<file path="src/sv/odm_pkg.sv">
package odm_pkg;

	// direction codes of a drive command
	localparam logic [2:0] DIR_BRAKE    = 3'd0;
	localparam logic [2:0] DIR_FORWARD  = 3'd1;
	localparam logic [2:0] DIR_BACKWARD = 3'd2;
	localparam logic [2:0] DIR_LEFT     = 3'd3;
	localparam logic [2:0] DIR_RIGHT    = 3'd4;
	localparam logic [2:0] DIR_ROTATE   = 3'd5;
	localparam logic [2:0] DIR_STANDBY  = 3'd6;

	// motor drive states
	localparam logic [1:0] DRV_STANDBY  = 2'd0;
	localparam logic [1:0] DRV_FORWARD  = 2'd1;
	localparam logic [1:0] DRV_BACKWARD = 2'd2;
	localparam logic [1:0] DRV_BRAKE    = 2'd3;

	// configuration register indexes
	localparam logic [2:0] REG_STRAIGHT_OFFSET   = 3'd0;
	localparam logic [2:0] REG_LATERAL_OFFSET    = 3'd1;
	localparam logic [2:0] REG_GAIN_PROPORTIONAL = 3'd2;
	localparam logic [2:0] REG_GAIN_INTEGRAL     = 3'd3;
	localparam logic [2:0] REG_GAIN_DERIVATIVE   = 3'd4;

	localparam logic signed [23:0] GAIN_P_RESET = 24'sd62915;
	localparam logic signed [23:0] GAIN_I_RESET = 24'sd0;
	localparam logic signed [23:0] GAIN_D_RESET = 24'sd105;

	localparam logic signed [11:0] STRAIGHT_BASE = 12'sd25;
	localparam logic signed [11:0] LATERAL_BASE  = 12'sd35;
	localparam logic signed [11:0] ROTATE_BASE   = 12'sd65;
	localparam logic signed [11:0] LEVEL_CAP     = 12'sd200;
	localparam logic signed [11:0] ROTATE_CAP    = 12'sd255;
	localparam logic signed [15:0] ROTATE_DEAD   = 16'sd768;

	// estimate = floor(sum * 42.624 + 0.5), reciprocal scaled by 2^24, rounded up
	localparam int               EST_SHIFT = 24;
	localparam logic [29:0]      EST_MUL   = 30'd715112055;
	localparam logic [39:0]      EST_ROUND = 40'd8388608;

	localparam int QUEUE_DEPTH = 2;

	typedef struct packed {
		logic               kind;
		logic [2:0]         direction;
		logic signed [15:0] speed;
		logic signed [15:0] lateral_speed;
		logic signed [15:0] rotation;
		logic signed [15:0] heading_trim;
		logic signed [15:0] flow_delta;
	} in_t;

	typedef struct packed {
		logic [1:0]  drive_front_left;
		logic [1:0]  drive_front_right;
		logic [1:0]  drive_rear_left;
		logic [1:0]  drive_rear_right;
		logic [7:0]  level_front_left;
		logic [7:0]  level_front_right;
		logic [7:0]  level_rear_left;
		logic [7:0]  level_rear_right;
		logic [15:0] estimate_x;
		logic [15:0] estimate_y;
	} out_t;

	// classified word between front and back
	typedef struct packed {
		logic               is_flow;
		logic [2:0]         direction;
		logic signed [15:0] speed;
		logic signed [15:0] lateral_speed;
		logic signed [15:0] rotation;
		logic signed [15:0] heading_trim;
		logic signed [15:0] flow_delta;
	} entry_t;

	typedef struct packed {
		logic signed [23:0] kp;
		logic signed [23:0] ki;
		logic signed [23:0] kd;
	} gains_t;

	// signed divide by 256 rounding toward zero
	function automatic logic signed [11:0] div256_trunc(input logic signed [19:0] v);
		logic signed [11:0] q;
		q = v[19:8];
		if (v[19] && (v[7:0] != 8'd0)) begin
			q = q + 12'sd1;
		end
		return q;
	endfunction

endpackage

</file>
<file path="src/sv/odm_front.sv">
module odm_front import odm_pkg::*; (
	input  logic   clk,
	input  logic   arst_n,
	input  logic   cmd_valid,
	output logic   cmd_stall,
	input  in_t    cmd,
	output logic   q_valid,
	input  logic   q_pop,
	output entry_t q_word
);

	localparam int PW = $clog2(QUEUE_DEPTH);

	entry_t       mem_q [QUEUE_DEPTH];
	logic [PW-1:0] wr_q;
	logic [PW-1:0] rd_q;
	logic [PW:0]   count_q;
	logic          push;
	entry_t        cls;

	assign cmd_stall = (count_q == (PW+1)'(QUEUE_DEPTH));
	assign push      = cmd_valid && !cmd_stall;
	assign q_valid   = (count_q != '0);
	assign q_word    = mem_q[rd_q];

	always_comb begin
		cls.is_flow       = cmd.kind;
		cls.direction     = cmd.direction;
		cls.speed         = cmd.speed;
		cls.lateral_speed = cmd.lateral_speed;
		cls.rotation      = cmd.rotation;
		cls.heading_trim  = cmd.heading_trim;
		cls.flow_delta    = cmd.flow_delta;
	end

	always_ff @(posedge clk) begin
		if (push) begin
			mem_q[wr_q] <= cls;
		end
	end

	always_ff @(posedge clk or negedge arst_n) begin
		if (!arst_n) begin
			wr_q    <= '0;
			rd_q    <= '0;
			count_q <= '0;
		end else begin
			if (push) begin
				wr_q <= (wr_q == PW'(QUEUE_DEPTH - 1)) ? '0 : wr_q + PW'(1);
			end
			if (q_pop) begin
				rd_q <= (rd_q == PW'(QUEUE_DEPTH - 1)) ? '0 : rd_q + PW'(1);
			end
			case ({push, q_pop})
				2'b10:   count_q <= count_q + (PW+1)'(1);
				2'b01:   count_q <= count_q - (PW+1)'(1);
				default: count_q <= count_q;
			endcase
		end
	end

endmodule

</file>
<file path="config.mk">
export PLATFORM = sky130hd
export DESIGN_NAME = odm_front
export DESIGN_NICKNAME = d
export VERILOG_FILES = /design/src/sv/odm_pkg.sv /design/src/sv/odm_front.sv
export SDC_FILE = /design/constraint.sdc
export NUM_CORES = 1
export LEC_CHECK = 0
export ABC_AREA = 0
export BUFFER_PORTS_ARGS = -buffer_cell sky130_fd_sc_hd__clkbuf_2
export CORE_ASPECT_RATIO = 1.25
export CORE_UTILIZATION = 40
export DETAILED_ROUTE_END_ITERATION = 8
export GPL_ROUTABILITY_DRIVEN = 1
export HOLD_SLACK_MARGIN = 0.03
export SYNTH_ARGS = -nofsm -noshare
export SYNTH_HDL_FRONTEND = slang
export SYNTH_SLANG_ARGS = --single-unit
</file>
<file path="constraint.sdc">
create_clock -name clk -period 6.6 [get_ports clk]
set_clock_uncertainty 0.15 [all_clocks]
set_input_delay 0.66 -clock clk [delete_from_list [all_inputs] [get_ports clk]]
set_output_delay 0.66 -clock clk [all_outputs]
set_load 0.05 [all_outputs]
</file>
# == Word-level counts from Yosys, hierarchy flattened ==
# Memory sizes are Yosys's and may differ from the RTL's.
# Index checks and enable logic that the tools add are counted.
# classes
muxes,5
shifts,0
add_sub_neg,4
div,0
mul,0
reduce_logical,4
bitwise_logic,0
magnitude_cmp,0
eq_ne,3
# op_table
operator,count
$eq 2x2->1 const B,2
$mux 1,4
$pmux 2 s2,1
$reduce_bool 2->1,2
$add 1x1->1 const B,2
$add 2x1->2 const B,1
$eq 2x1->1 const B,1
$sub 2x1->2 const B,1
$logic_and 1x1->1,1
$logic_not 1->1,1
# totals
ramBits,168
mem_bits_ro,0
out_inout_bits,86
mem_count,1
ff_bits,4
inputBits,88
latch_bits,0
elab_cells,20
# mem_list
name,depth,width,read_ports,rd_clocked_by_memory_dff,wr,line,source
mem_q,2,84,1,0,1,odm_front.sv:14,entry_t mem_q [QUEUE_DEPTH];

# == Longest topological paths before layout ==
# logic_depth
ltp_word,5
ltp_mapped,6
depth_no_buf,6

# == Worst setup path before layout ==
# Ideal clock, no wire load.
# synth_path
path_kind,input port to flip-flop
start,in cmd_valid
end,mem mem_q[0][0] (netlist name) (enable)
t_arrival_ps,4255
path_slack_ps,1668
path_stages,2
setup_time_ps,527
cell_sequence,nand2_1 nor2_1
# synth_between
elab_chain_cells,3
# synth_rtl
element,line,source
start: declaration,odm_front.sv:4,"input logic cmd_valid,"
$logic_and 1x1->1,odm_front.sv:22,assign push = cmd_valid && !cmd_stall;
$mux 1,odm_front.sv:37,if (push) begin
$mux 1 (not written as such),odm_front.sv:38,mem_q[wr_q] <= cls;
end: declaration,odm_front.sv:14,
# Every way passes these cells.

==> reports/summary.json <==
{
  "run_status": {
    "run_status": "finished, final reports clean"
  },
  "detailed_routing": {
    "routed_via_density": 4.60,
    "drt_iter0_drc": 136,
    "drt-pass1-iter-count": 5,
    "drt.antenna.violating_nets": 0,
    "drc_errors": 0,
    "routedWlPerCell_um": 16.2,
    "total_routed_length_um": 11100,
    "dr_total_vias": 3154
  },
  "clock_network": {
    "clk_pin_slew_ns": 0.07,
    "cts_repair_resize_count": 0,
    "clockBufferDepth": 2,
    "cts.htree.levels": 4,
    "cts_hold_buffers": 1,
    "root_buffer": "sky130_fd_sc_hd__clkbuf_16",
    "cts-buffers-inserted": 17,
    "postCtsSetupRepairBufs": 0,
    "tritoncts_clock_tree": "built",
    "clk_latency_ns": 0.41,
    "clock_sink_count": 172
  },
  "power": {
    "p_leak_nw": 2.99,
    "irDropWorstVdd_v": 0.000435,
    "pwr_density_cell_nw_per_um2": 529
  },
  "sta": {
    "fmax_mhz": 317,
    "timing.final.setup_violations": 0,
    "portion_of_the_clock_cycle_consumed_by_the_worst_path_in_the_final_layout": 0.477,
    "final_max_slew_viol_count": 0,
    "setup_tns_ns": 0,
    "timing.slew.headroom": 0.228,
    "timing_hold_violations_final": 0,
    "tightestPinTransition_ns": 1.16,
    "rsz0062_at_grt": "no",
    "clock_period_minus_final_worst_setup_slack_ns": 3.15
  },
  "floorplanning": {
    "ioPinCount": 174,
    "rows": 50,
    "floorplan.die_area_um2": 16200,
    "floorplan.initialDensity": 0.413,
    "core-area_um2": 15100,
    "die-width_um": 114,
    "fp.dieH_um": 142
  },
  "layout": {
    "nFillCells": 1273,
    "nets": 553,
    "final_layout_size_suffix_gt1_frac": 0.507,
    "post_layout_nonfiller_instances": 685,
    "area_growth_syn_to_layout_pct": 26.6,
    "diodes": 0,
    "seq_area_um2": 5150,
    "multi_input_comb_area_um2": 1040
  },
  "global_routing": {
    "via_count_of_the_first_global_routing_pass": 3381,
    "overflow_after_grt": 0,
    "largest_net_degree_at_the_start_of_global_routing": 86,
    "wire_length_of_the_first_global_routing_pass_um": 16700,
    "grt_antenna_before_repair": 0,
    "global_route.usage.total": 0.141
  },
  "worst_setup_path": {
    "setup_cp_type": "flip-flop to output pin",
    "setup.worst_path.end_class": "output pin",
    "worst_setup_path_start_kind": "flip-flop",
    "crit_fanout": 85,
    "rr_worst_depth": 3,
    "timing.rr.end": "mem_q[1][55]$_DFFE_PP_",
    "crit_arrival_ns": 2.34,
    "ff2ff_setup_slack_ns": 4.23,
    "startpoint": "rd_q$_DFFE_PN0P_",
    "worstPathCellList": "mux2_2 -> clkbuf_2",
    "r2r-start": "count_q[0]$_DFFE_PN0P_",
    "timing.critical_path.slowest_stage_cell": "sky130_fd_sc_hd__dfrtp_4",
    "critical_path_s_largest_stage_delay_ns": 1.18,
    "critical_path.endpoint": "q_word[73]",
    "critPathRequiredTime_ns": 5.79
  },
  "yosys": {
    "number_of_storage_elements_in_the_synthesis_netlist": 172,
    "ys_warn_count": 0,
    "yosys.area.top_type": "sky130_fd_sc_hd__edfxtp_1",
    "syn_nets": 367,
    "synth_top_area_share": 0.806,
    "mappedNetlistArea_um2": 6260,
    "yosysUniqueCellTypes": 16,
    "yosysSeqAreaShare": 0.822,
    "netlist_top_cells_area": "sky130_fd_sc_hd__edfxtp_1 81%, sky130_fd_sc_hd__mux2_1 9.0%, sky130_fd_sc_hd__mux2_2 6.1%, sky130_fd_sc_hd__dfrtp_1 1.6%, sky130_fd_sc_hd__buf_6 0.90%",
    "synth.avg_cell_area_um2": 22.5,
    "synthCells": 278
  },
  "job": {
    "max-cap-violations": 0
  },
  "placement": {
    "dp.final_hpwl_um": 6880,
    "gp_routability_congestion": 0.670,
    "placement.io_buffers": 173,
    "dp_cells": 652
  },
  "hold_path": {
    "worst_hold_path_type": "primary input to flip-flop"
  }
}
## through the flow
stage	util	hold WS, ns	power [mW]	setup WS (ns)	cell area [µm²]
3_5_place_dp	0.485	0.327	3.27	3.87	7340
4_1_cts	0.523	0.254	4.24	3.41	7920
2_1_floorplan	-	0.214	2.93	1.67	6260
3_3_place_gp	0.485	0.320	3.25	3.87	7340
5_1_grt	0.523	0.254	4.36	3.32	7920
6_report	0.523	0.281	4.19	3.45	7920
## state kept, by name, summed over array words and instances, names as in the netlist
signal / count
mem_q: 168
rd_q: 1
wr_q: 1
count_q: 2
## cell type report
type | instances | area share
Sequential cell | 172 | 0.650
Multi-Input combinational cell | 96 | 0.132
Timing Repair Buffer | 176 | 0.112
Clock buffer | 20 | 0.0551
Tap cell | 208 | 0.0328
Clock inverter | 12 | 0.0175
Inverter | 1 | 0.000474
## worst min-delay path by stage
stage | depth (start not counted) | start | slack (ns) | to
floorplan | 0 | arst_n | 0.21 | count_q[0]$_DFFE_PN0P_
global placement | 1 | arst_n | 0.32 | count_q[1]$_DFFE_PN0P_
detailed placement | 1 | arst_n | 0.33 | count_q[1]$_DFFE_PN0P_
CTS | 1 | cmd[45] | 0.25 | mem_q[1][45]$_DFFE_PP_
global route | 1 | cmd[80] | 0.25 | mem_q[0][80]$_DFFE_PP_
finish | 1 | cmd[80] | 0.28 | mem_q[1][80]$_DFFE_PP_
## critical path, delay by kind of cell (launching register included)
kind,cells,cell delay (ns)
multiplexers,1,0.43
flip-flops,1,1.18
buffers and inverters,1,0.24
## synth_stat cells
cell type and n:
sky130_fd_sc_hd__inv_1 1, sky130_fd_sc_hd__ha_1 1, sky130_fd_sc_hd__buf_6 5, sky130_fd_sc_hd__nand2_1 1, sky130_fd_sc_hd__buf_4 1, sky130_fd_sc_hd__edfxtp_1 168, sky130_fd_sc_hd__mux2_1 50, sky130_fd_sc_hd__xnor2_1 3
sky130_fd_sc_hd__dfrtp_1 4, sky130_fd_sc_hd__xor2_1 2, sky130_fd_sc_hd__buf_2 3, sky130_fd_sc_hd__mux2_2 34, sky130_fd_sc_hd__nand2b_1 1, sky130_fd_sc_hd__nor2_1 2, sky130_fd_sc_hd__and3_1 1, sky130_fd_sc_hd__or2_2 1
## logic make-up (layout without fill, tap and decap cells)
| group | count (synthesis) | in the layout | synth area share |
|---|---|---|---|
| DFF | 172 | 172 | 0.822 |
| muxes | 84 | 84 | 0.151 |
| buffers and inverters | 10 | 209 | 0.0132 |
| and+or+nand+nor | 6 | 6 | 0.00480 |
| xor gates and xnor gates | 5 | 5 | 0.00700 |
| adders and majority gates | 1 | 1 | 0.00200 |
## cell usage in the layout (no fill, tap or decap)
cell type                       Yosys  layout
sky130_fd_sc_hd__clkinv_4           0       1
sky130_fd_sc_hd__clkinvlp_4         0       4
sky130_fd_sc_hd__xnor2_1            3       3
sky130_fd_sc_hd__bufinv_16          0       2
sky130_fd_sc_hd__buf_4              1       2
sky130_fd_sc_hd__dlygate4sd3_1      0       1
sky130_fd_sc_hd__inv_6              0       4
sky130_fd_sc_hd__clkbuf_16          0      17
sky130_fd_sc_hd__clkbuf_2           0     173
sky130_fd_sc_hd__nor2_4             0       1
sky130_fd_sc_hd__mux2_1            50      50
sky130_fd_sc_hd__mux2_2            34      34
sky130_fd_sc_hd__edfxtp_1         168     168
sky130_fd_sc_hd__nand2b_1           1       1
sky130_fd_sc_hd__dfrtp_4            0       1
sky130_fd_sc_hd__clkinv_2           0       1
sky130_fd_sc_hd__dfrtp_1            4       3
sky130_fd_sc_hd__clkbuf_1           0       3
sky130_fd_sc_hd__ha_1               1       1
sky130_fd_sc_hd__inv_1              1       1
sky130_fd_sc_hd__nand2_1            1       1
sky130_fd_sc_hd__or2_2              1       1
sky130_fd_sc_hd__xor2_1             2       2
sky130_fd_sc_hd__nor2_1             2       1
sky130_fd_sc_hd__and3_4             0       1
## layer usage
metal,routed length [µm],vias up,global-route usage
met5,0,-,0
met3,679,16,0.0525
met4,166,0,0.0656
li1,-,1471,-
met2,5700,105,0.240
met1,4530,1562,0.157
## where the power goes
part	leakage (nW)	switching, mW	internal, mW
sequential	1.61	0.156	1.50
combinational	1.12	1.17	0.398
clock	0.268	0.408	0.562
total	2.99	1.73	2.46
No activity file was read; power rests on OpenSTA's default activity.
